**src/rtl/trps_pkg.sv**
```systemverilog
package trps_pkg;

  typedef enum logic [1:0] {
    ST_IDLE,
    ST_DIV,
    ST_NORM,
    ST_DONE
  } state_t;

  localparam int unsigned DATA_W   = 32;
  localparam int unsigned FIELD_W  = 16;
  localparam int unsigned SHIFT_W  = 6;
  localparam int unsigned DIV_CNT_W = 5;
  localparam logic [DATA_W-1:0] CORE_CLOCK_RESET = 32'd180000000;

endpackage

```
**src/rtl/trps_div.sv**
```systemverilog
module trps_div (
  input  logic                            clk,
  input  logic                            rst_n,
  input  logic                            start,
  input  logic [trps_pkg::DATA_W-1:0]     dividend,
  input  logic [trps_pkg::DATA_W-1:0]     divisor,
  output logic                            done,
  output logic [trps_pkg::DATA_W-1:0]     quotient
);

  logic                               busy_r;
  logic                               done_r;
  logic [trps_pkg::DIV_CNT_W-1:0]     cnt_r;
  logic [trps_pkg::DATA_W-1:0]        dvd_r;
  logic [trps_pkg::DATA_W-1:0]        dvs_r;
  logic [trps_pkg::DATA_W-1:0]        rem_r;
  logic [trps_pkg::DATA_W-1:0]        quo_r;
  logic [trps_pkg::DATA_W:0]          trial;
  logic                               fits;
  logic [trps_pkg::DATA_W-1:0]        rem_nxt;

  // One quotient bit per cycle, restoring form.
  always_comb begin
    trial   = {rem_r, dvd_r[trps_pkg::DATA_W-1]};
    fits    = (trial >= {1'b0, dvs_r});
    rem_nxt = fits ? trps_pkg::DATA_W'(trial - {1'b0, dvs_r})
                   : trial[trps_pkg::DATA_W-1:0];
  end

  always_ff @(posedge clk) begin
    if (!rst_n) begin
      busy_r <= 1'b0;
      done_r <= 1'b0;
      cnt_r  <= '0;
    end else begin
      done_r <= 1'b0;
      if (start) begin
        busy_r <= 1'b1;
        cnt_r  <= '1;
      end else if (busy_r) begin
        cnt_r <= cnt_r - 1'b1;
        if (cnt_r == '0) begin
          busy_r <= 1'b0;
          done_r <= 1'b1;
        end
      end
    end
  end

  always_ff @(posedge clk) begin
    if (start) begin
      dvd_r <= dividend;
      dvs_r <= divisor;
      rem_r <= '0;
      quo_r <= '0;
    end else if (busy_r) begin
      dvd_r <= {dvd_r[trps_pkg::DATA_W-2:0], 1'b0};
      rem_r <= rem_nxt;
      quo_r <= {quo_r[trps_pkg::DATA_W-2:0], fits};
    end
  end

  assign done     = done_r;
  assign quotient = quo_r;

endmodule

```
**src/rtl/timer_rate_prescaler_solver.sv**
```systemverilog
// An input transfer starts the bit-serial divider; the period is then halved until
// it fits the counter span, and the result is loaded. A zero rate skips straight to
// loading the result. One item is in work at a time; a new one is taken while the
// result waits. Reset (rst_n, synchronous, active low) empties the block and sets
// the core clock register to 180000000.
module timer_rate_prescaler_solver #(
  parameter longint unsigned COUNTER_SPAN = 65536
) (
  input  logic        clk,
  input  logic        rst_n,
  input  logic        cfg_valid,
  output logic        cfg_ready,
  input  logic [31:0] cfg_data,
  input  logic        in_valid,
  output logic        in_ready,
  input  logic [31:0] in_rate_hz,
  input  logic        in_full_clock_timer,
  output logic        out_valid,
  input  logic        out_ready,
  output logic [15:0] out_reload_value,
  output logic [15:0] out_prescaler_value,
  output logic        out_rate_error
);

  localparam logic [trps_pkg::DATA_W:0] SPAN_C = COUNTER_SPAN[trps_pkg::DATA_W:0];

  trps_pkg::state_t                   state_r, state_nxt;
  logic                               div_start;
  logic                               div_done;
  logic [trps_pkg::DATA_W-1:0]        core_clock_r;
  logic [trps_pkg::DATA_W-1:0]        period_r;
  logic [trps_pkg::SHIFT_W-1:0]       shift_cnt_r;
  logic                               err_r;
  logic                               out_valid_r;
  logic [trps_pkg::FIELD_W-1:0]       reload_r, reload_nxt;
  logic [trps_pkg::FIELD_W-1:0]       presc_r, presc_nxt;
  logic                               out_err_r;
  logic [trps_pkg::DATA_W-1:0]        quotient;
  logic [trps_pkg::DATA_W-1:0]        timer_clk;
  logic                               in_xfer;
  logic                               too_long;
  logic                               out_free;
  logic                               load_out;

  assign cfg_ready = 1'b1;
  assign in_xfer   = in_valid && in_ready;
  assign timer_clk = in_full_clock_timer ? core_clock_r : (core_clock_r >> 1);
  assign too_long  = ({1'b0, period_r} > SPAN_C);
  assign out_free  = !out_valid_r || out_ready;
  assign div_start = in_xfer && (in_rate_hz != '0);

  trps_div u_div (
    .clk      (clk),
    .rst_n    (rst_n),
    .start    (div_start),
    .dividend (timer_clk),
    .divisor  (in_rate_hz),
    .done     (div_done),
    .quotient (quotient)
  );

  always_comb begin
    state_nxt = state_r;
    unique case (state_r)
      trps_pkg::ST_IDLE: begin
        if (in_xfer) begin
          state_nxt = (in_rate_hz == '0) ? trps_pkg::ST_DONE : trps_pkg::ST_DIV;
        end
      end
      trps_pkg::ST_DIV: begin
        if (div_done) begin
          state_nxt = trps_pkg::ST_NORM;
        end
      end
      trps_pkg::ST_NORM: begin
        if (!too_long) begin
          state_nxt = trps_pkg::ST_DONE;
        end
      end
      trps_pkg::ST_DONE: begin
        if (out_free) begin
          state_nxt = trps_pkg::ST_IDLE;
        end
      end
      default: state_nxt = trps_pkg::ST_IDLE;
    endcase
  end

  always_comb begin
    in_ready = 1'b0;
    load_out = 1'b0;
    unique case (state_r)
      trps_pkg::ST_IDLE: in_ready = 1'b1;
      trps_pkg::ST_DONE: load_out = out_free;
      default: begin
        in_ready = 1'b0;
        load_out = 1'b0;
      end
    endcase
  end

  always_comb begin
    if (err_r) begin
      reload_nxt = '0;
      presc_nxt  = '0;
    end else begin
      if (period_r <= 32'd2) begin
        reload_nxt = 16'd1;
      end else if (period_r > 32'd65536) begin
        reload_nxt = '1;
      end else begin
        reload_nxt = trps_pkg::FIELD_W'(period_r - 32'd1);
      end
      if (shift_cnt_r >= 6'd16) begin
        presc_nxt = '1;
      end else begin
        presc_nxt = (16'd1 << shift_cnt_r[3:0]) - 16'd1;
      end
    end
  end

  always_ff @(posedge clk) begin
    if (!rst_n) begin
      state_r      <= trps_pkg::ST_IDLE;
      core_clock_r <= trps_pkg::CORE_CLOCK_RESET;
      out_valid_r  <= 1'b0;
    end else begin
      state_r <= state_nxt;
      if (cfg_valid && cfg_ready) begin
        core_clock_r <= cfg_data;
      end
      if (load_out) begin
        out_valid_r <= 1'b1;
      end else if (out_ready) begin
        out_valid_r <= 1'b0;
      end
    end
  end

  always_ff @(posedge clk) begin
    if (in_xfer) begin
      err_r       <= (in_rate_hz == '0);
      shift_cnt_r <= '0;
    end
    if (div_done) begin
      period_r <= quotient;
    end else if (state_r == trps_pkg::ST_NORM && too_long) begin
      period_r    <= period_r >> 1;
      shift_cnt_r <= shift_cnt_r + 1'b1;
    end
    if (load_out) begin
      reload_r  <= reload_nxt;
      presc_r   <= presc_nxt;
      out_err_r <= err_r;
    end
  end

  assign out_valid           = out_valid_r;
  assign out_reload_value    = reload_r;
  assign out_prescaler_value = presc_r;
  assign out_rate_error      = out_err_r;

  a_done_in_div: assert property (@(posedge clk) disable iff (!rst_n)
    div_done |-> state_r == trps_pkg::ST_DIV)
    else $error("Divider finished outside the divide state.");

  a_accept_leaves_idle: assert property (@(posedge clk) disable iff (!rst_n)
    in_xfer |=> state_r != trps_pkg::ST_IDLE)
    else $error("Input transfer did not start work.");

  a_load_fits: assert property (@(posedge clk) disable iff (!rst_n)
    load_out |-> (err_r || !too_long))
    else $error("Result loaded before the period was normalized.");

  a_reload_nonzero: assert property (@(posedge clk) disable iff (!rst_n)
    $past(load_out) && !out_err_r |-> out_reload_value != '0)
    else $error("Reload value of zero without a rate error.");

  a_error_zeros: assert property (@(posedge clk) disable iff (!rst_n)
    $past(load_out) && out_err_r |-> out_reload_value == '0 && out_prescaler_value == '0)
    else $error("Rate error with nonzero result fields.");

endmodule
```
**config.mk**
```make
export PLATFORM = sky130hd
export DESIGN_NAME = timer_rate_prescaler_solver
export DESIGN_NICKNAME = d
export VERILOG_FILES = /design/src/rtl/trps_pkg.sv /design/src/rtl/trps_div.sv /design/src/rtl/timer_rate_prescaler_solver.sv
export SDC_FILE = /design/constraint.sdc
export NUM_CORES = 1
export LEC_CHECK = 0
export BUFFER_PORTS_ARGS = -buffer_cell sky130_fd_sc_hd__buf_2
export CORE_MARGIN = 2
export CORE_UTILIZATION = 61
export DETAILED_ROUTE_END_ITERATION = 8
export GPL_TIMING_DRIVEN = 0
export PLACE_DENSITY = 0.82
export SETUP_SLACK_MARGIN = 0.02
export SLEW_MARGIN = 20
export SYNTH_ARGS = -nofsm -noshare
export SYNTH_HDL_FRONTEND = slang
export SYNTH_SLANG_ARGS = --single-unit
```
**constraint.sdc**
```tcl
create_clock -name clk -period 8.19 [get_ports clk]
set_input_delay 0.4095 -clock clk [delete_from_list [all_inputs] [get_ports clk]]
set_output_delay 0.4095 -clock clk [all_outputs]
set_load 0.05 [all_outputs]
```
Yosys cells after proc, flatten, opt, wreduce, memory -nomap -nowiden
Cells that the tools add are included.

Memory bits (writable): 0. Latch bits: 0. Memories: 0. Output and inout bits: 36. Bits of input ports: 70. Register bits: 242. Memory bits (read-only): 0. Word-level logic and storage cells: 80.

Shift-type cells: 1. Reductions and logical operators: 15. Add/subtract/negate cells: 5. Div/mod/pow operators: 0. Order comparisons: 5. Mux-type cells: 28. Multiply operators: 0. Equality and inequality tests: 7. Bitwise logic cells: 2.

Operators by type and width (number): 32-bit 2-to-1 mux (6); 32-bit by 17-bit > comparator with 1-bit output, second input constant (2); 33-bit by 32-bit >= comparator with 1-bit output (1); 32-bit by 2-bit <= comparator with 1-bit output, second input constant (1); 32-bit logical NOT (1); 16-bit 2-to-1 mux (2); 32-bit nonzero test (1); 16-bit by 1-bit subtractor with 16-bit output, second input constant (2); 32-bit subtractor (1); 6-bit 2-to-1 mux (3); 1-bit by 4-bit << shifter with 16-bit output, first input constant (1); 2-bit 2-to-1 mux (5); 5-bit 2-to-1 mux (2); 1-bit 2-to-1 mux (9); 2-bit case mux with 4 select lines (1); 6-bit by 1-bit adder with 6-bit output, second input constant (1); 6-bit by 5-bit >= comparator with 1-bit output, second input constant (1); 2-bit inequality test, second input constant (3); 2-bit nonzero test (3); 5-bit logical NOT (1); 5-bit by 1-bit subtractor with 5-bit output, second input constant (1); 2-bit == test, second input constant (2); 4-bit AND reduction (1); 1-bit logical AND (3); other kinds (8) (9).

Logic depth before layout (Yosys ltp)
Gate-level depths: netlist of run 1.

Depth after elaboration: 6. Mapped depth: 13. Depth with buffers taken out: 11.

Cells and area by module
From an unflattened synthesis of run 1, not the netlist that was laid out.

Cell total of the unflattened synthesis: 1192. Area, all modules: 12709.7 µm².

By module, submodules not included: trps_div (area each 7196.9 µm², cells each 706, instances 1, seq. area each 3343.2 µm²); timer_rate_prescaler_solver (area each 5512.8 µm², cells each 486, instances 1, seq. area each 2802.7 µm²).

Worst setup path before layout of run 1
No wires, ideal clock.

Path kind: flip-flop to flip-flop. From: register state_r[0]. To: register u_div.dvs_r[0] (netlist bit) (enable). Path buffers: 2. Data required time: 7781 ps. Setup time: 409 ps. Period minus slack after synthesis: 3140 ps. Stages on the path, launching flop included: 9. Arrival time: 2731 ps. Setup slack: 5050 ps. Cell sequence: dfxtp_1 > inv_1 > ha_1 > nand2_1 > inv_1 > o21ai_0 > clkbuf_1 > inv_2 > clkbuf_1.

Word-level cells in the longest chain between the ends: 4.

RTL lines: start, declared (line timer_rate_prescaler_solver.sv:27) `trps_pkg::state_t state_r, state_nxt;`; start signal, assigned (line timer_rate_prescaler_solver.sv:124) `state_r <= trps_pkg::ST_IDLE;`; start signal, assigned (line timer_rate_prescaler_solver.sv:128) `state_r <= state_nxt;`; 2-bit logical NOT (line timer_rate_prescaler_solver.sv:92) `unique case (state_r)`; 1-bit 2-to-1 mux (line timer_rate_prescaler_solver.sv:92); net in_ready (line timer_rate_prescaler_solver.sv:15) `output logic in_ready,`; 1-bit logical AND (line timer_rate_prescaler_solver.sv:46) `assign in_xfer = in_valid && in_ready;`; net in_xfer (line timer_rate_prescaler_solver.sv:40) `logic in_xfer;`; 1-bit logical AND (line timer_rate_prescaler_solver.sv:50) `assign div_start = in_xfer && (in_rate_hz != '0);`; net div_start (line timer_rate_prescaler_solver.sv:28) `logic div_start;`; end signal, assigned (line trps_div.sv:53) `dvs_r <= divisor;`; end, declared (line trps_div.sv:15) `logic [trps_pkg::DATA_W-1:0] dvs_r;`.

The timed path passes the listed nets, and every way through them passes these cells. A chain may end at the register's enable or synchronous reset.

Final worst setup path of run 1
From: register u_div.dvd_r[31] (netlist bit). To: register u_div.rem_r[28] (netlist bit).

Word-level cells in the longest chain between the ends: 2. Elaborated cells on any way between the ends: 3. Those cells by class: add/sub (1); order compare (1); mux (1).

RTL lines: start, declared (line trps_div.sv:14) `logic [trps_pkg::DATA_W-1:0] dvd_r;`; start signal, assigned (line trps_div.sv:52) `dvd_r <= dividend;`; start signal, assigned (line trps_div.sv:57) `dvd_r <= {dvd_r[trps_pkg::DATA_W-2:0], 1'b0};`; 32-bit subtractor / 33-bit by 32-bit >= comparator with 1-bit output (equally long branches) (line trps_div.sv:26, trps_div.sv:25); 32-bit 2-to-1 mux * (line trps_div.sv:26) `rem_nxt = fits ? trps_pkg::DATA_W'(trial - {1'b0, dvs_r})`; end signal, assigned (line trps_div.sv:58) `rem_r <= rem_nxt;`; end, declared (line trps_div.sv:16) `logic [trps_pkg::DATA_W-1:0] rem_r;`.

Every way passes the cells marked *; elsewhere a longest branch is shown, timed or not.

==> results of run 1 <==
## flip-flops by register name, summed over array words and instances (netlist names)
register             count
u_div.dvd_r             32
out_valid                1
u_div.cnt_r              5
u_div.rem_r             32
period_r                32
u_div.done               1
shift_cnt_r              6
u_div.quotient          32
core_clock_r            32
state_r                  2
out_prescaler_value     16
out_rate_error           1
err_r                    1
u_div.busy_r             1
out_reload_value        16
u_div.dvs_r             32
## power groups by stage
stage | Sequential [uW] | Clock, uW | Combinational, uW
after floorplan | 1840 | 0 | 1410
after global placement | 1820 | 0 | 1860
after detailed placement | 1820 | 0 | 1930
after CTS | 1800 | 1290 | 1950
after global routing | 1840 | 1350 | 2190
final | 1810 | 1280 | 1980
## path summary, 6_finish.rpt
check                                startpoint               to  depth (start not counted)
worst min-delay path             in_rate_hz[12]  u_div.dvs_r[12]                          1
worst max register to register  u_div.dvd_r[31]  u_div.rem_r[28]                         11
worst min register to register  u_div.rem_r[23]  u_div.rem_r[24]                          2
worst max-delay path            u_div.dvd_r[31]  u_div.rem_r[28]                         11
## stage by stage
step	hold WS (ps)	utilization, %	cell area, um2	std cells
6_report	57.5	71.6	14500	1681
5_1_grt	48.9	71.6	14500	1681
4_1_cts	46.3	71.6	14500	1680
3_5_place_dp	480	66.9	13500	1632
3_3_place_gp	471	66.5	13500	1629
2_1_floorplan	424	-	12600	1257
## per-layer routing
metal | wire length (um) | vias to the layer above | track usage [%] | part of all wire, %
li1 | - | 4812 | - | -
met1 | 12800 | 4710 | 36.2 | 43
met2 | 13900 | 312 | 44.8 | 47
met3 | 1980 | 63 | 4.23 | 6.7
met4 | 821 | 0 | 9.47 | 2.8
met5 | 0 | - | 0 | 0
## logic make-up (layout without fill, tap and decap cells)
| group | count (synthesis) | after routing | share of synthesized area (%) |
|---|---|---|---|
| mux | 130 | 130 | 10.6 |
| flops | 242 | 242 | 48.7 |
| other cells | 1 | 2 | 0.0297 |
| compound gates | 281 | 281 | 14.0 |
| fa+ha+maj | 48 | 48 | 4.82 |
| simple gates | 375 | 375 | 14.4 |
| xor+xnor | 40 | 40 | 2.78 |
| buf+inv | 140 | 293 | 4.53 |
## worst reg2reg max path: stages, from the launching register on
cell and delay [ps]:
edfxtp_1 390, inv_1 70, ha_1 180, fa_1 220, and2b_1 200, o31a_2 320
o21ai_1 350, o21a_1 210, o221ai_1 270, a41oi_1 330, mux2_2 370, nor3_1 170
## cells in the mapped netlist (7+ instances only)
library cell	count	share of area [%]
nand2_1	136	4.0
edfxtp_1	130	31
dfxtp_1	112	18
mux2i_1	99	7.9
nor2_1	92	2.7
o21ai_0	80	3.2
a21oi_1	69	2.7
inv_1	64	1.9
clkbuf_1	54	1.6
ha_1	47	4.7
nor2b_1	34	1.7
mux2_2	31	2.8
xnor2_1	25	1.7
a31oi_1	24	1.2
nand3_1	17	0.67
nor4_1	17	0.84
nand4_1	15	0.74
nor3_1	15	0.60
xor2_1	15	1.0
a21o_1	12	0.71
a311oi_1	12	0.83
a211oi_1	11	0.65
nand2b_1	10	0.50
o21a_1	10	0.60
o211ai_1	7	0.42
o21ai_1	7	0.28
o31ai_1	7	0.42
## final cells by class
cell class	instances	share of cell area, %
Sequential cell	242	42.4
Antenna cell	1	0.0173
Timing Repair Buffer	105	3.99
Buffer	74	2.25
Clock buffer	34	5.12
Tap cell	270	2.33
Multi-Input combinational cell	875	40.7
Inverter	66	1.71
Clock inverter	14	1.40
==> summary.txt, run 1 <==
Run status
  – Status: completed

Place
  – Pre-CTS WS: 4900 ps
  – Routability congestion estimate: 0.942
  – Port-buffer cells: 102
  – Post-DP HPWL: 20700 um

Timing
  – Fin Clk Skew: 19.9 ps
  – Max Freq: 316 MHz
  – Final worst slack: 5030 ps
  – Setup TNS: 0 ps
  – Crit share post-route: 38.6%
  – Period minus WS final: 3160 ps
  – RSZ-0062 raised after global routing: no
  – Slew Limit Fails: 0
  – Slew HR: 45.3%
  – Final hold viol count: 0
  – Worst slew pin tran: 820 ps
  – # setup viols final: 0

Yosys
  – Fraction of registers with async set/reset: 0%
  – Netlist Area Pre-Place: 12600 um2
  – Post-Synthesis Cells: 1257
  – Seq cells post-synth: 242
  – Syn nets: 1375
  – Sequential share of the synthesized area: 48.7%
  – Post-synth EDFFs: 130
  – Cell variety after synth: 79
  – Yosys warns: 0
  – Post-synth top flop: edfxtp_1
  – Avg Inst Size Synth: 10.0 um2

CTS
  – Cts hold-fix bufs: 0
  – Root Driver: clkbuf_16
  – Post-CTS Setup Bufs: 0
  – CTS max path bufs: 3
  – Clock Sinks: 242
  – CTS resizes: 0
  – CTS tree: yes
  – Total CTS buffers: 26
  – Worst-path clk slew: 70 ps
  – CTS H-tree depth: 1
  – Clock Latency Late Sink: 540 ps

Routing
  – Antenna-violating nets left: 0
  – Drt first pass iters: 5
  – Via density: 5.89
  – Detailed Route WL: 29500 um
  – Initial DRC count: 577
  – # DRC: 0
  – Vias post-DR: 9897
  – Routed len/inst: 17.5 um

Worst hold path
  – Worst hold-check path type: in -> reg

Cells and area
  – Layout area overhead: 14.9%
  – Final nets: 1508
  – Commonest non-fill, non-tap cell in the layout: nand2_1
  – # fillers: 1494
  – Area taken by multi-input logic gates: 5900 um2
  – Seq. cell area: 6150 um2
  – Share of layout cells above drive strength 1: 15.2%
  – Most frequent cells in the layout: 136 x nand2_1, 130 x edfxtp_1, 112 x dfxtp_1

Power
  – Net Sw Power: 1900 uW
  – Power Total: 5060 uW
  – Comb pwr share: 39.0%
  – Pwr/cell area: 350 nW/um2
  – Internal power: 3170 uW
  – VDD IR-drop max: 0.000230 V
  – Clock power share: 25.3%
  – Switching share of power: 37.5%
  – Sequential share of power: 35.7%
  – Pleak: 0.00577 uW

Setup path
  – WP buf/inv: 1
  – Setup crit end kind: flop
  – Largest stage delay, worst path: 390 ps
  – CP arrival: 3630 ps
  – Setup crit start kind: flop
  – Largest delay share family, worst path: compound AO/OA/AOI/OAI gates
  – Kind of critical path: reg -> reg
  – Required time of the critical path: 8650 ps
  – CP max stage cell: edfxtp_1
  – Worst-path cell chain: inv_1 > ha_1 > fa_1 > and2b_1 > o31a_2 > o21ai_1 > o21a_1 > o221ai_1 > a41oi_1 > mux2_2 > nor3_1
  – FF-to-FF setup slack: 5030 ps
  – Crit-path max FO: 4

Global routing
  – Remaining global-route overflow: 0
  – Initial antenna violation count: 2
  – Vias in the first global route: 9697
  – First-pass GRT wire length: 48000 um
  – Largest net degree at the start of global routing: 33
  – Overall routing resource usage: 27.0%

Floorplanning
  – Core area: 20200 um2
  – Die X: 148 um
  – Die ar.: 21800 um2
  – Initial Util: 62.3%
  – Die height: 148 um
  – IO Count: 106
  – Row Count: 52

Job
  – Maxcap violations: 0
Note: power is estimated with default switching activity, not from simulation.
==> inputs of run 2 (changes only) <==
--- a/config.mk
+++ b/config.mk
@@ -7,10 +7,10 @@
 export LEC_CHECK = 0
 export BUFFER_PORTS_ARGS = -buffer_cell sky130_fd_sc_hd__buf_2
 export CORE_MARGIN = 2
-export CORE_UTILIZATION = 61
+export CORE_UTILIZATION = 60
 export DETAILED_ROUTE_END_ITERATION = 8
 export GPL_TIMING_DRIVEN = 0
-export PLACE_DENSITY = 0.82
+export PLACE_DENSITY = 0.81
 export SETUP_SLACK_MARGIN = 0.02
 export SLEW_MARGIN = 20
 export SYNTH_ARGS = -nofsm -noshare
==> constraint.sdc (replaced) <==
create_clock -name clk -period 2.95 [get_ports clk]
set_input_delay 0.1475 -clock clk [delete_from_list [all_inputs] [get_ports clk]]
set_output_delay 0.1475 -clock clk [all_outputs]
set_load 0.05 [all_outputs]
==> run 2 against run 1 <==
Effect of this change:
- clock power increased by 140%
- sequential power increased to 2.8 times the previous value
- final cell count increased by 4.3%
- worst hold slack got worse by 27 ps
- register-to-register slack got worse by 4900 ps
- sequential share of layout area decreased by 1.8 points
- clock skew increased by 4.4 ps
- non-clock buffer count increased by 69
- final area increased by 4.5%
- maximum frequency increased by 10%
- critical path type unchanged
- critical endpoint unchanged
==> summary.txt, run 2 (synthesized netlist as in run 1, its figures left out) <==
Run status
  – Status: completed

Cells and area
  – Post-Layout Cell Count: 1754
  – Layout area overhead: 20.0%
  – Final nets: 1577
  – Share of layout cells above drive strength 1: 15.8%
  – Most frequent cells in the layout: 136 x nand2_1, 130 x edfxtp_1, 111 x dfxtp_1
  – # diodes: 0
  – Commonest non-fill, non-tap cell in the layout: nand2_1

Timing
  – Period minus WS final: 2870 ps
  – Worst slew pin tran: 792 ps
  – Fin Clk Skew: 24.3 ps
  – RSZ-0062 raised after global routing: yes
  – Max Freq: 349 MHz
  – Hold WS: 31.0 ps
  – Slew Limit Fails: 0
  – Crit share post-route: 97.3%
  – Slew HR: 47.2%
  – Final hold viol count: 0
  – # setup viols final: 0

Floorplanning
  – Core area: 20800 um2
  – Die ar.: 22200 um2
  – IO Count: 106
  – Die X: 149 um
  – Initial Util: 60.6%
  – Die height: 149 um
  – Row Count: 53

Job
  – Maxcap violations: 0

CTS
  – CTS max path bufs: 3
  – CTS tree: yes
  – Worst-path clk slew: 70 ps
  – CTS H-tree depth: 1
  – Clock Latency Late Sink: 550 ps
  – Root Driver: clkbuf_16
  – Clock Sinks: 242
  – Total CTS buffers: 26

Global routing
  – Vias in the first global route: 9923
  – Initial antenna violation count: 0
  – Remaining global-route overflow: 0
  – Overall routing resource usage: 27.1%
  – First-pass GRT wire length: 48800 um
  – Largest net degree at the start of global routing: 42

Routing
  – Antenna-violating nets left: 0
  – Drt first pass iters: 6
  – Vias post-DR: 10200
  – Routed len/inst: 17.4 um
  – Via density: 5.81
  – # DRC: 0
  – Initial DRC count: 656
  – Detailed Route WL: 30600 um

Place
  – Port-buffer cells: 102
  – Total placed cells including tap cells: 1636
  – Routability congestion estimate: 0.939
  – Post-DP HPWL: 20400 um

Setup path
  – Crit-path max FO: 4
  – CP arrival: 3320 ps
  – Largest stage delay, worst path: 390 ps
  – WP buf/inv: 1
  – Largest delay share family, worst path: compound AO/OA/AOI/OAI gates
  – Setup crit start kind: flop
  – Kind of critical path: reg -> reg
  – Worst-path cell chain: inv_1 > ha_2 > fa_2 > and2b_1 > o31a_4 > o21ai_4 > o21a_1 > o221ai_2 > a41oi_2 > mux2_2 > nor3_1
  – CP max stage cell: edfxtp_1
  – Setup crit end kind: flop
  – Required time of the critical path: 3400 ps

Power
  – Pleak: 0.00601 uW
  – VDD IR-drop max: 0.000503 V
  – Pwr/cell area: 914 nW/um2
  – Power Total: 13800 uW

Worst hold path
  – Worst hold-check path type: in -> reg
## run 2: cell count changes in the layout (fill, tap and decap cells not counted), sizes merged
cell and delta:
clkbuf +3, inv -1, diode -1, clkinv +3, clkinvlp -1, dlygate4sd3 +66, buf +4, bufinv -5
## run 2: final timing paths
path	start	end	slack [ps]	cells after the start
worst max register to register	u_div.dvd_r[31]	u_div.rem_r[28]	80	11
worst min register to register	err_r	out_rate_error	480	0
worst max-delay path	u_div.dvd_r[31]	u_div.rem_r[28]	80	11
worst min-delay path	in_valid	shift_cnt_r[1]	30	4
## run 2: tightest hold or removal path, delay by kind of cell
family          cells  cell delay [ps]
compound gates      1               70
buf+inv             1               90
simple gates        2              210
## run 2: per-stage QoR
step           setup TNS, ps  worst slack [ps]  util [%]  cell area, um2
2_1_floorplan              0               238         -           12600
3_3_place_gp          -25840              -512      64.7           13500
5_1_grt                -30.8             -21.2      72.7           15100
3_5_place_dp          -11840              -317      64.9           13500
6_report                   0              81.0      72.7           15100
4_1_cts                    0              16.0      72.1           15000
## run 2: where the power goes
| group | internal (uW) | switching [uW] |
|---|---|---|
| Clock | 1730 | 1340 |
| Combinational | 2160 | 3570 |
| Sequential | 4570 | 456 |
## run 2: area by class of cell
class / count / area (um2)
plain buffers: 73 / 330
clock buffers: 38 / 727
clock inverters: 10 / 82.6
fillers: 1468 / 5690
inverters: 66 / 248
multi-input cells: 875 / 6000
flip-flops and latches: 242 / 6150
well taps: 275 / 344
repair buffers: 175 / 1260
## run 2: timing repair
action                                 CTS  global route
endpoints found under the hold margin   67             0
hold buffers                            66             0
resized for setup                        4            28
setup buffers                            0             5
setup endpoints to repair               34            76
pin swaps                                0             3
cloned                                   0             0
## run 2: per-layer routing
metal,track usage [%],up-vias,part of all wire (%)
met1,35.9,4850,43
met2,46.1,336,49
met5,0,-,0
met3,4.34,56,6.1
li1,-,4947,-
met4,8.38,0,2.3
